==> config.mk <==
export PLATFORM = sky130hd
export DESIGN_NAME = ppt_ctrl
export DESIGN_NICKNAME = d
export VERILOG_FILES = /design/src/rtl/ppt_pkg.sv /design/src/rtl/ppt_ctrl.sv
export SDC_FILE = /design/constraint.sdc
export NUM_CORES = 1
export LEC_CHECK = 0
export BUFFER_PORTS_ARGS = -buffer_cell sky130_fd_sc_hd__clkbuf_2
export CAP_MARGIN = 0
export CORE_UTILIZATION = 45
export DETAILED_ROUTE_END_ITERATION = 7
export PLACE_DENSITY = 0.81
export RECOVER_POWER = 50
export SETUP_SLACK_MARGIN = 0.05
export SLEW_MARGIN = 0
export SYNTH_ARGS = -nofsm -noshare
export SYNTH_HDL_FRONTEND = slang
export SYNTH_SLANG_ARGS = --single-unit
==> constraint.sdc <==
create_clock -name clock -period 4.8 [get_ports clock]
set_clock_uncertainty 0.15 [all_clocks]
set_input_delay 0 -clock clock [delete_from_list [all_inputs] [get_ports clock]]
set_output_delay 0 -clock clock [all_outputs]
set_load 0.005 [all_outputs]
==> src/rtl/ppt_pkg.sv <==
// Package for the position and profit tracker.
// Field widths, request codes, controller command and status structs.
// No dependencies.
package ppt_pkg;

   // request codes carried on the cmd field
   localparam logic CMD_TRADE = 1'b0;
   localparam logic CMD_QUERY = 1'b1;

   // fixed field widths
   localparam int ACCT_W    = 8;
   localparam int PRICE_W   = 32;
   localparam int VOL_W     = 31;
   localparam int POS_W     = 32;
   localparam int AVG_OUT_W = 48;
   localparam int PNL_W     = 64;
   localparam int MPLIER_W  = 32;
   localparam int DIVISOR_W = 32;

   // parameter defaults
   localparam int DEF_ACCOUNT_COUNT   = 256;
   localparam int DEF_PRICE_FRAC_BITS = 16;

   // multiplier operand selects
   localparam logic [1:0] MSEL_ENTRY = 2'd0; // average * held quantity
   localparam logic [1:0] MSEL_FILL  = 2'd1; // trade price * volume
   localparam logic [1:0] MSEL_CLOSE = 2'd2; // price gap * closed volume
   localparam logic [1:0] MSEL_OPEN  = 2'd3; // last price gap * inventory

   // fill kinds
   localparam logic [1:0] KIND_OPEN   = 2'd0;
   localparam logic [1:0] KIND_ADD    = 2'd1;
   localparam logic [1:0] KIND_REDUCE = 2'd2;

   typedef struct packed {
      logic       clr_step;
      logic       take;
      logic       side_next;
      logic       rd;
      logic       mul_start;
      logic [1:0] mul_sel;
      logic       save_a;
      logic       div_start;
      logic       wr;
      logic       rsp_load;
   } cmd_type;

   typedef struct packed {
      logic       clr_done;
      logic       is_query;
      logic       side;
      logic       acct_ok;
      logic [1:0] kind;
      logic       open_nz;
      logic       mul_done;
      logic       div_done;
      logic       rsp_free;
   } status_type;

endpackage

==> src/rtl/ppt_ctrl.sv <==
// Controller of the tracker: sequences clearing, fills and queries.
// Depends on ppt_pkg for the command and status structs.
module ppt_ctrl (
   input  logic                clock,
   input  logic                reset,
   input  logic                req_valid,
   output logic                req_ready,
   input  ppt_pkg::status_type status,
   output ppt_pkg::cmd_type    cmd
);
   import ppt_pkg::*;

   localparam logic [3:0] S_CLEAR = 4'd0;
   localparam logic [3:0] S_IDLE  = 4'd1;
   localparam logic [3:0] S_PICK  = 4'd2;
   localparam logic [3:0] S_EVAL  = 4'd3;
   localparam logic [3:0] S_MULA  = 4'd4;
   localparam logic [3:0] S_MULB  = 4'd5;
   localparam logic [3:0] S_DIV   = 4'd6;
   localparam logic [3:0] S_WRITE = 4'd7;
   localparam logic [3:0] S_RESP  = 4'd8;

   logic [3:0] state_ff, state_in;

   always_ff @(posedge clock) begin
      if (reset) begin
         state_ff <= S_CLEAR;
      end else begin
         state_ff <= state_in;
      end
   end

   // next state and commands
   always_comb begin
      state_in  = state_ff;
      cmd       = '0;
      req_ready = 1'b0;
      case (state_ff)
         S_CLEAR: begin
            cmd.clr_step = 1'b1;
            if (status.clr_done) begin
               state_in = S_IDLE;
            end
         end
         S_IDLE: begin
            req_ready = 1'b1;
            if (req_valid) begin
               cmd.take = 1'b1;
               state_in = S_PICK;
            end
         end
         S_PICK: begin
            if (status.acct_ok) begin
               cmd.rd   = 1'b1;
               state_in = S_EVAL;
            end else if (status.is_query) begin
               state_in = S_RESP;
            end else if (!status.side) begin
               cmd.side_next = 1'b1;
            end else begin
               state_in = S_IDLE;
            end
         end
         S_EVAL: begin
            if (status.is_query) begin
               if (status.open_nz) begin
                  cmd.mul_start = 1'b1;
                  cmd.mul_sel   = MSEL_OPEN;
                  state_in      = S_MULA;
               end else begin
                  state_in = S_RESP;
               end
            end else begin
               case (status.kind)
                  KIND_OPEN: begin
                     state_in = S_WRITE;
                  end
                  KIND_ADD: begin
                     cmd.mul_start = 1'b1;
                     cmd.mul_sel   = MSEL_ENTRY;
                     state_in      = S_MULA;
                  end
                  default: begin
                     cmd.mul_start = 1'b1;
                     cmd.mul_sel   = MSEL_CLOSE;
                     state_in      = S_MULA;
                  end
               endcase
            end
         end
         S_MULA: begin
            if (status.mul_done) begin
               if (status.is_query) begin
                  state_in = S_RESP;
               end else if (status.kind == KIND_ADD) begin
                  cmd.save_a    = 1'b1;
                  cmd.mul_start = 1'b1;
                  cmd.mul_sel   = MSEL_FILL;
                  state_in      = S_MULB;
               end else begin
                  state_in = S_WRITE;
               end
            end
         end
         S_MULB: begin
            if (status.mul_done) begin
               cmd.div_start = 1'b1;
               state_in      = S_DIV;
            end
         end
         S_DIV: begin
            if (status.div_done) begin
               state_in = S_WRITE;
            end
         end
         S_WRITE: begin
            cmd.wr = 1'b1;
            if (!status.side) begin
               cmd.side_next = 1'b1;
               state_in      = S_PICK;
            end else begin
               state_in = S_IDLE;
            end
         end
         S_RESP: begin
            if (status.rsp_free) begin
               cmd.rsp_load = 1'b1;
               state_in     = S_IDLE;
            end
         end
         default: begin
            state_in = S_IDLE;
         end
      endcase
   end

endmodule

Yosys cells after proc, flatten, opt, wreduce, memory -nomap -nowiden:

Cells that the tools add are included.

* output and inout port bits: 12
* memory bits (writable): 0
* input port bits: 13
* latch bits: 0
* bits in registers: 4
* ROM bits: 0
* memories kept: 0
* logic and storage cells: 59

* eq/ne operators: 16
* reductions and logical operators: 3
* multiplexer cells: 39
* divide/modulo/power cells: 0
* shifts and indexed selects: 0
* multiply operators: 0
* $add $sub $neg: 0
* $lt $le $gt $ge: 0
* bitwise operators: 0

Operator list (number)
* 4-bit two-way mux: 15
* 4-bit case mux with 9 select lines: 1
* 4-bit by 3-bit equality test with 1-bit output (second input constant): 4
* 1-bit two-way mux: 15
* 2-bit != test (second input constant): 6
* 3-bit case mux with 2 select lines: 2
* 4-bit by 2-bit equality test with 1-bit output (second input constant): 2
* 7-bit AND reduction: 1
* 2-bit two-way mux: 3
* 3-bit two-way mux: 2
* 4-bit by 1-bit equality test with 1-bit output (second input constant): 1
* 4-bit equality test (second input constant): 1
* 4-bit logical NOT: 1
* 4-bit != test (second input constant): 1
* 2-bit by 1-bit equality test with 1-bit output (second input constant): 1
* 2-bit logical NOT: 1
* 1-bit case mux with 2 select lines: 1

Longest topological paths before layout:

* word-level depth: 5
* depth in mapped cells: 6
* depth with buffers taken out: 4

Worst setup path after synthesis:

OpenSTA, ideal clock, no wires.

* path kind: reg-to-reg
* start point: reg state_ff[0]
* end point: reg state_ff[0]
* arrival time: 1.387 ns
* buffers on the path: 0
* slack: 3.139 ns
* required time: 4.527 ns
* stages on the path, launching flop included: 5
* clock period less this slack: 1.661 ns
* library setup time: 0.123 ns
* cell sequence: dfxtp_1 > or2_1 > or4b_4 > nand3_2 > mux2_1

* cells in the longest elaborated chain, start to end: 3
* elaborated cells between the ends (all ways): 18
* classes of those cells: eq/ne: 15; mux: 1; reduce/logical: 2

Ends and longest elaborated chain
* from (decl): line ppt_ctrl.sv:23 `logic [3:0] state_ff, state_in;`
* from (signal assigned): line ppt_ctrl.sv:29 `state_ff <= state_in;`
* 4-bit by 2-bit equality test with 1-bit output, or another cell as far along: line ppt_ctrl.sv:38 `case (state_ff)`
* 4-bit != test (no source line) / 2-bit != test (equally long branches)
* 7-bit AND reduction (no source line)

Several ways; a longest one is shown, not always the timed one.
A chain may end at the register's enable or synchronous reset.

Worst setup path after layout:

* start point: reg state_ff[1]
* end point: reg state_ff[3]

Same word-level chain as after synthesis.

==> summary.txt <==
Status
  – Run status: finished clean

Logic synthesis
  – Netlist cell types: 40
  – XOR/XNOR share of the synthesized area: 0.0148
  – Most common flop cell mapped by yosys: dfxtp_1
  – Mapped Nets: 95
  – Post-synthesis mux area share: 0.0888
  – Adder-Cell Fraction of Synth Area: 0
  – Mean Syn Cell Area: a little over 7 um^2
  – Mapped Area: just under 600 um^2
  – Post-Synth Simple-Gate Area: 0.505
  – Synthesis warning total: 0
  – Post-synth EDFFs: 0
  – Synthesized instance count: 82
  – Main combinational cell family by area after synthesis: simple AND/OR/NAND/NOR gates
  – Compound-Gate Fraction of Synth Area: 0.178
  – Post-synthesis async set-or-reset flop share: 0
  – Sequential share of the synthesized area: 0.135
  – Synth Register Bits: 4

Pwr
  – Static Leak: 0.337 nW
  – Switching Fraction: 0.393
  – P_sw: 61.8 uW
  – Comb pwr share: 0.371
  – Clock Power Share: 0.304
  – Power Dens Cells: 218 nW/um^2
  – Internal power: roughly 96 uW
  – Worst ir drop on vdd: ~0.083 mV
  – Register share of total power: 0.325

Layout
  – Most common cell after layout, fill and taps aside: clkbuf_2
  – Register Area: around 80 um^2
  – Layout area overhead: 21.8%
  – Diode count: 0
  – Post-layout util: 0.615
  – Largest regs: state_ff: 4 flops
  – Layout Cell Area excl Fill: 721 um^2
  – Max reg flops: 4
  – Most frequent cells in the layout: 22 x clkbuf_2, 7 x nor2_1, 6 x nor3_1, 6 x a21oi_1, 5 x nor2b_1
  – Share of layout cells above drive strength 1: 0.272
  – Fill cells: 115
  – # nets final: roughly 120
  – Area occupied by multi-input gates: between 400 and 500 um^2
  – Largest Register: state_ff

Placed design
  – Post-DP Area: 687 um^2
  – Gpl congestion: around 0.8
  – Pre-CTS setup slack: between 2 and 3 ns
  – IO buf count: 24
  – DP HPWL: 1.10 mm

GRT
  – Vias in the first global route: about 550
  – Pin count of the biggest net entering global routing: 22
  – First-pass GRT wire length: between 2 and 2.5 mm
  – Global Route Usage Sum: 0.245
  – Grt ovf: 0
  – Initial antenna violation count: 0

Drt
  – Drt total wl: around 1.6 mm
  – Antenna-violating nets left: 0
  – First-pass detailed-route iteration total: 4
  – DRC Markers: 0
  – DR iter-0 viols: 18
  – Drt wl/cell: 13.9 um
  – Total number of vias: roughly 700
  – Average vias per placed instance: about 6.0

Clock network
  – CTS tree: yes
  – CTS buffer count: 3
  – Root buf cell: clkbuf_4
  – Worst-path clk slew: ~0.040 ns
  – Clk sink count: 4
  – Htree depth: 1
  – Clock insertion delay at the later pin of the skew report: 0.25 ns
  – Longest Clk Path Bufs: 2

Timing
  – Fmax achieved: 405 MHz
  – Final worst-path cycle share: 0.515
  – Post-layout min period: 2.47 ns
  – Final WS setup: 2.33 ns
  – RSZ-0062 raised after global routing: false
  – Final Hold Vio Count: 0
  – Endpoints failing setup: 0
  – Final slew viol count: 0
  – Max_slew headroom: 0.556
  – Worst Tran Pin Value: around 0.67 ns
  – Final TNS setup: 0 ns

Floorplan
  – Core area: around 1200 um^2
  – Initial Util: 0.505
  – Die area: around 1500 um^2
  – Cell Rows: 12
  – Die W: ~38 um
  – Die Y: about 38 um
  – IO Count: 25

Setup path
  – Crit path kind: flip-flop to flip-flop
  – CP required: 4.78 ns
  – CP Capture Type: flip-flop
  – Worst R2R End: state_ff[3]
  – Worst flop-to-flop path startpoint: state_ff[1]
  – Crit start category: flip-flop
  – Crit Path Max Fanout: 21
  – Reg2reg path depth: 5
  – Critical Path AT: ~2.5 ns
  – Flop-to-flop setup slack: about 2.3 ns

Flow run
  – Max Cap Viol: 0

Min path
  – Hold Path Cell Cnt: 4
  – Hold path start: status[2]
  – Worst Hold Class: primary input to flip-flop
  – Hold path endpoint: state_ff[2]
## through the flow
| step | power [mW] | hold slack [ns] | cells |
|---|---|---|---|
| after floorplan | 0.0926 | -0.119 | 82 |
| after global placement | 0.107 | 0.118 | 112 |
| after detailed placement | 0.109 | 0.103 | 112 |
| after CTS | 0.158 | 0.0940 | 117 |
| after global routing | 0.168 | 0.114 | 117 |
| final | 0.157 | 0.0916 | 117 |
## cells by family after synthesis
| group | Yosys count |
|---|---|
| multiplexers | 5 |
| buffers and inverters | 9 |
| flip-flops | 4 |
| AND/OR/NAND/NOR | 47 |
| AO/OA/AOI/OAI | 16 |
| XOR/XNOR | 1 |
## worst max path at each step
| stage | from | end | slack, ns | cells after the start |
|---|---|---|---|---|
| after floorplan | state_ff[0] | state_ff[0] | 3.14 | 4 |
| after global placement | state_ff[0] | state_ff[1] | 2.82 | 4 |
| after detailed placement | state_ff[0] | state_ff[1] | 2.77 | 4 |
| after CTS | state_ff[0] | state_ff[3] | 2.55 | 4 |
| after global routing | state_ff[1] | state_ff[3] | 2.26 | 5 |
| final | state_ff[1] | state_ff[3] | 2.33 | 5 |
## cells in the mapped netlist, drive strengths merged (3+ instances only)
master | instances | share of area
a21oi | 6 | 0.051
buf | 8 | 0.072
dfxtp | 4 | 0.14
mux2i | 3 | 0.051
nand2 | 4 | 0.025
nand2b | 4 | 0.042
nand3 | 3 | 0.034
nor2 | 7 | 0.044
nor2b | 5 | 0.053
nor3 | 6 | 0.051
## per-layer routing
layer / global-route usage / share of wire / vias up
met1: 0.282 / 0.41 / 320
met3: 0.0698 / 0.044 / 4
met5: 0 / 0 / -
met4: 0.0804 / 0.017 / 0
met2: 0.428 / 0.53 / 28
li1: - / - / 351
## worst max-delay path, stage by stage (launching register included)
cell and delay, ns:
dfxtp_1 0.70, nor4b_1 0.58, a22oi_2 0.14, nand4_1 0.11, a21oi_1 0.08, dlygate4sd3_1 0.58
## power by group through the flow
stage / Combinational [mW] / Sequential (mW) / Clock (mW)
6_report: 0.0583 / 0.0511 / 0.0479
5_1_grt: 0.0644 / 0.0521 / 0.0517
4_1_cts: 0.0587 / 0.0508 / 0.0487
3_5_place_dp: 0.0573 / 0.0514 / 0
3_3_place_gp: 0.0559 / 0.0506 / 0
2_1_floorplan: 0.0550 / 0.0376 / 0
## repair_timing
action | in CTS | in global routing
setup endpoints to repair | 0 | 0
hold endpoints to repair | 4 | 0
hold buffers | 2 | 0
resized for setup | 0 | 0
buffers inserted | 0 | 0
## layout make-up
type / instances / share of cell area
repair buffers: 26 / 0.191
flip-flops and latches: 4 / 0.111
multi-input cells: 69 / 0.637
well taps: 14 / 0.0243
inverters: 1 / 0.00521
clock buffers: 3 / 0.0313
(Power assumes the default switching activity.)
